## src/ezr_pkg.sv

```systemverilog
`timescale 1ns / 1ps
// ----------------------------------------------------------------------------
// ezr_pkg
// Shared constants, types and tables of the Euler rotation matrix core.
// ----------------------------------------------------------------------------
package ezr_pkg;

   localparam int TBL_LEN           = 24;
   localparam int DEF_CORDIC_STEPS  = 16;
   localparam int DEF_OUT_FRAC_BITS = 14;
   localparam int ANGLE_W           = 16;
   localparam int OUT_W             = 16;
   localparam int Q_W               = 34;   // Q30 signed values in [-8, 8)
   localparam int NUM_OUT           = 9;

   localparam logic signed [Q_W-1:0] Q30_PI      = 34'sd3373259426;
   localparam logic signed [Q_W-1:0] Q30_HALF_PI = 34'sd1686629713;
   localparam logic signed [Q_W-1:0] Q30_GAIN    = 34'sd652032874;

   typedef logic signed [Q_W-1:0] q30_type;

   // CORDIC working set carried from one step to the next
   typedef struct packed {
      q30_type x;
      q30_type y;
      q30_type z;
      logic    neg;
   } cordic_type;

   function automatic q30_type atan_q30(input int i);
      q30_type r;
      r = '0;
      case (i)
         0:  r = 34'sd843314856;
         1:  r = 34'sd497837829;
         2:  r = 34'sd263043836;
         3:  r = 34'sd133525158;
         4:  r = 34'sd67021686;
         5:  r = 34'sd33543515;
         6:  r = 34'sd16775850;
         7:  r = 34'sd8388437;
         8:  r = 34'sd4194282;
         9:  r = 34'sd2097149;
         10: r = 34'sd1048575;
         11: r = 34'sd524287;
         12: r = 34'sd262143;
         13: r = 34'sd131071;
         14: r = 34'sd65535;
         15: r = 34'sd32767;
         16: r = 34'sd16383;
         17: r = 34'sd8191;
         18: r = 34'sd4095;
         19: r = 34'sd2047;
         20: r = 34'sd1023;
         21: r = 34'sd511;
         22: r = 34'sd255;
         23: r = 34'sd127;
         default: r = '0;
      endcase
      return r;
   endfunction

   // Q30 x Q30 product rounded back to Q30
   function automatic q30_type mul30(input q30_type a, input q30_type b);
      logic signed [2*Q_W-1:0] p;
      p = a * b + (68'sd1 <<< 29);
      return q30_type'(p >>> 30);
   endfunction

endpackage

```

## src/ezr_cordic.sv

```systemverilog
`timescale 1ns / 1ps
// ----------------------------------------------------------------------------
// ezr_cordic
// Pipelined rotation-mode CORDIC: one register stage per step, plus a
// folding stage in front. Stalls hold every stage.
// ----------------------------------------------------------------------------
module ezr_cordic #(
   parameter int CORDIC_STEPS = ezr_pkg::DEF_CORDIC_STEPS
) (
   input  logic                        clock,
   input  logic                        enable,
   input  logic signed [ezr_pkg::ANGLE_W-1:0] angle,
   output ezr_pkg::q30_type            sin_q,
   output ezr_pkg::q30_type            cos_q
);
   localparam int NST = (CORDIC_STEPS > ezr_pkg::TBL_LEN) ? ezr_pkg::TBL_LEN
                                                         : CORDIC_STEPS;

   ezr_pkg::cordic_type st_ff [NST+1];
   ezr_pkg::cordic_type fold_in;
   ezr_pkg::q30_type    z0;

   always_comb begin
      z0 = ezr_pkg::q30_type'(angle) <<< 17;
      fold_in.x   = ezr_pkg::Q30_GAIN;
      fold_in.y   = '0;
      fold_in.z   = z0;
      fold_in.neg = 1'b0;
      if (z0 > ezr_pkg::Q30_HALF_PI) begin
         fold_in.z   = z0 - ezr_pkg::Q30_PI;
         fold_in.neg = 1'b1;
      end else if (z0 < -ezr_pkg::Q30_HALF_PI) begin
         fold_in.z   = z0 + ezr_pkg::Q30_PI;
         fold_in.neg = 1'b1;
      end
   end

   always_ff @(posedge clock) begin
      if (enable) st_ff[0] <= fold_in;
   end

   for (genvar i = 0; i < NST; i++) begin : g_step
      ezr_pkg::cordic_type step_in;
      always_comb begin
         step_in = st_ff[i];
         if (!st_ff[i].z[ezr_pkg::Q_W-1]) begin
            step_in.x = st_ff[i].x - (st_ff[i].y >>> i);
            step_in.y = st_ff[i].y + (st_ff[i].x >>> i);
            step_in.z = st_ff[i].z - ezr_pkg::atan_q30(i);
         end else begin
            step_in.x = st_ff[i].x + (st_ff[i].y >>> i);
            step_in.y = st_ff[i].y - (st_ff[i].x >>> i);
            step_in.z = st_ff[i].z + ezr_pkg::atan_q30(i);
         end
      end
      always_ff @(posedge clock) begin
         if (enable) st_ff[i+1] <= step_in;
      end
   end

   // undo the fold
   assign sin_q = st_ff[NST].neg ? -st_ff[NST].y : st_ff[NST].y;
   assign cos_q = st_ff[NST].neg ? -st_ff[NST].x : st_ff[NST].x;

endmodule

```

## config.mk

```make
export PLATFORM = sky130hd
export DESIGN_NAME = ezr_cordic
export DESIGN_NICKNAME = d
export VERILOG_FILES = /design/src/ezr_pkg.sv /design/src/ezr_cordic.sv
export SDC_FILE = /design/constraint.sdc
export NUM_CORES = 2
export LEC_CHECK = 0
export BUFFER_PORTS_ARGS = -buffer_cell sky130_fd_sc_hd__buf_2
export CAP_MARGIN = 40
export CORE_UTILIZATION = 59
export DETAILED_ROUTE_END_ITERATION = 6
export PLACE_DENSITY = 0.78
export SLEW_MARGIN = 20
export SYNTH_ARGS = -nofsm -noshare
export SYNTH_HDL_FRONTEND = slang
export SYNTH_SLANG_ARGS = --single-unit
```

## constraint.sdc

```tcl
create_clock -name clock -period 5.2 [get_ports clock]
set_clock_uncertainty 0.2 [all_clocks]
set_input_delay 0 -clock clock [delete_from_list [all_inputs] [get_ports clock]]
set_output_delay 0 -clock clock [all_outputs]
set_load 0.03 [all_outputs]
```

==> qor.yml <==
htreeDepth: 4
fillerInstances: 17100
post_drt_wl_per_cell_um: 20.3
ys_seq_area_share_pct: 35.1
clock_sinks: 1490
dr_total_vias: 104000
setup_viol: 0
start_util_pct: 59.3
cts_buffers: 172
die-area_um2: 218000
grt-ovfl-total: 0
synth_area_um2: 127000
syn_to_final_growth_pct: 9.84
fmax_mhz: 202
worstPathArrival_ps: 4750
synth_nets: 14800
viasPerCell: 6.21
dr.first_iter.drc_count: 7976
ys_seq_elements: 1490
ios: 86
slew_viol_final: 0
io_buffers: 85
fp.dieH_um: 467
synth_edf_count: 1490
regMostFlops: "st_ff"
syn_inst: 13300
slew_headroom_pct: 27.0
cp_max_fo: 5
top_regs: "st_ff (1490)"
coreArea_um2: 215000
wl_mm: 339
ys_types: 94
cts_tree: "built"
die_w_um: 467
period_needed_ps: 4950
grt_pass1_vias: 99600
cts_root_buffer: "clkbuf_16"
syn_area_per_cell_um2: 9.56
row_count: 170
grt_pass1_wl_mm: 535
gp_congestion: 0.985
rsz0062_at_grt: "yes"
ys_async_sr_fraction_pct: 0
ff_latch_area_um2: 44700
ctsLongestPathBuffers: 3
hp-class: "in -> reg"
r2r_slack_ps: 260
antenna_found_initial: 9
multi_input_area_um2: 80000
ys_warn_count: 0
required_ps: 5000
hold_violations: 0
clk_pin_slew_ps: 60
drtPass1Iterations: 6
tightest_slew_ps: 1100
cap_violations: 0
grt_start_max_net_pins: 177
outcome: "complete, no violations"
drive_gt1_share_pct: 6.54
route.detailed.drc: 0
synth_top_area_cell: "edfxtp_1"
ant_nets: 0
critPathLaunchType: "flop"
synth_top_area_share_pct: 35.1
synth_flop_cell: "edfxtp_1"
yosys-top-cells-area: "edfxtp_1, ha_1, xnor2_1"
nets: 15200
setup-tns-final_ps: 0
dp_hpwl_mm: 267
clk_latency_ps: 830
grt_use_total_pct: 30.4
period_share_pct: 95.2
crit_path_end_kind: "primary output"
criticalPathCategory: "reg -> out"
largest_register_ffs: 1490
-- cells in the final DEF, fill, tap and decap left out, types with 164 or more instances in the layout --
cell / synthesis / final
edfxtp_1: 1490 / 1490
ha_1: 1424 / 1424
a21oi_1: 1420 / 1417
xnor2_1: 1248 / 1248
nor2_1: 1145 / 1139
o21ai_0: 645 / 637
xor2_1: 635 / 635
a21o_1: 625 / 625
nand2_1: 601 / 601
inv_1: 567 / 567
nor3_1: 368 / 355
buf_4: 2 / 306
o21a_1: 253 / 253
nand3_1: 239 / 238
nand2b_1: 216 / 216
nor2b_1: 194 / 192
clkbuf_16: 0 / 173
a31oi_1: 165 / 164
-- synthesized netlist by cell type, types with 41 or more instances --
| library cell | count |
|---|---|
| o21ai_0 | 645 |
| a21boi_0 | 41 |
| or3_1 | 82 |
| inv_1 | 567 |
| o21bai_1 | 159 |
| xnor2_1 | 1248 |
| o211ai_1 | 84 |
| fa_1 | 42 |
| nand4_1 | 78 |
| and2_1 | 93 |
| a31oi_1 | 165 |
| and3_1 | 130 |
| nand2b_1 | 216 |
| nor4_1 | 99 |
| a211oi_1 | 142 |
| ha_1 | 1424 |
| o31ai_1 | 84 |
| nor3_1 | 368 |
| o21a_1 | 253 |
| nand2_1 | 601 |
| nor2b_1 | 194 |
| nand3_1 | 239 |
| a21o_1 | 625 |
| mux2_2 | 56 |
| xor2_1 | 635 |
| edfxtp_1 | 1490 |
| o41ai_1 | 43 |
| or2_2 | 51 |
| nor2_1 | 1145 |
| o31a_1 | 50 |
| mux2i_1 | 86 |
| a21oi_1 | 1420 |
| clkbuf_1 | 157 |
-- routing by layer --
metal / wire [um] / global-route usage, % / up-vias
met4: 12100 / 10.6 / 6
met2: 159000 / 51.0 / 3056
met1: 150000 / 40.6 / 49700
li1: - / - / 50600
met5: 46 / 0 / -
met3: 18600 / 3.52 / 634
-- metrics by stage --
step	setup slack, ps	utilization, %	instance area, um^2	hold WS [ps]	std cells
2_1_floorplan	179	-	127000	-87.5	13300
3_3_place_gp	-227	62.0	133000	119	16400
3_5_place_dp	-81.7	62.0	133000	145	16400
4_1_cts	23.6	65.0	139000	18.4	16700
5_1_grt	-83.9	65.2	140000	104	16700
6_report	249	65.2	140000	109	16700
-- worst max-delay path, cell delays in order (launching register included) --
cell	delay (ps)
edfxtp_1	530
nor4_2	420
nand2_1	210
or3_1	440
or4_1	490
or3_1	380
nor4_1	450
nand2_1	260
o31ai_1	350
xnor2_1	160
buf_2	240
-- cell type report --
type | instances | area share [%]
sequential | 1490 | 32.0
inverter | 571 | 1.53
clock buffer | 194 | 3.15
clock inverter | 124 | 1.03
antenna | 1 | 0.00179
timing repair buffer | 462 | 2.57
multi-input combinational | 11100 | 57.2
tap | 2838 | 2.54
-- kinds of logic after synthesis --
family | share of synthesized area (%)
AO/OA/AOI/OAI | 20.3
AND/OR/NAND/NOR | 13.5
adder cells (fa/ha/maj) | 14.7
multiplexers | 1.17
buffers and inverters | 2.27
XOR/XNOR | 13.0
flip-flops | 35.1
-- path summary, 6_finish.rpt --
check / start / endpoint / cells after the start
setup reg to reg: st_ff[1][343] / st_ff[1][479] / 14
hold reg to reg: st_ff[0][721] / st_ff[1][0] / 0
setup / recovery: st_ff[2][37] / sin_q[29] / 10
hold / removal: enable / st_ff[0][786] / 2
-- timing repair --
| item | in CTS | in global routing |
|---|---|---|
| gates cloned | 0 | 0 |
| setup endpoints to repair | 5 | 69 |
| buffers inserted | 0 | 8 |
| hold buffers | 49 | 0 |
| hold endpoints to repair | 552 | 0 |
| resized for setup | 3 | 70 |
| pin swaps | 0 | 1 |
Power is not shown: default switching activity piles up to over one toggle a cycle in this logic, so the estimate is an artifact.
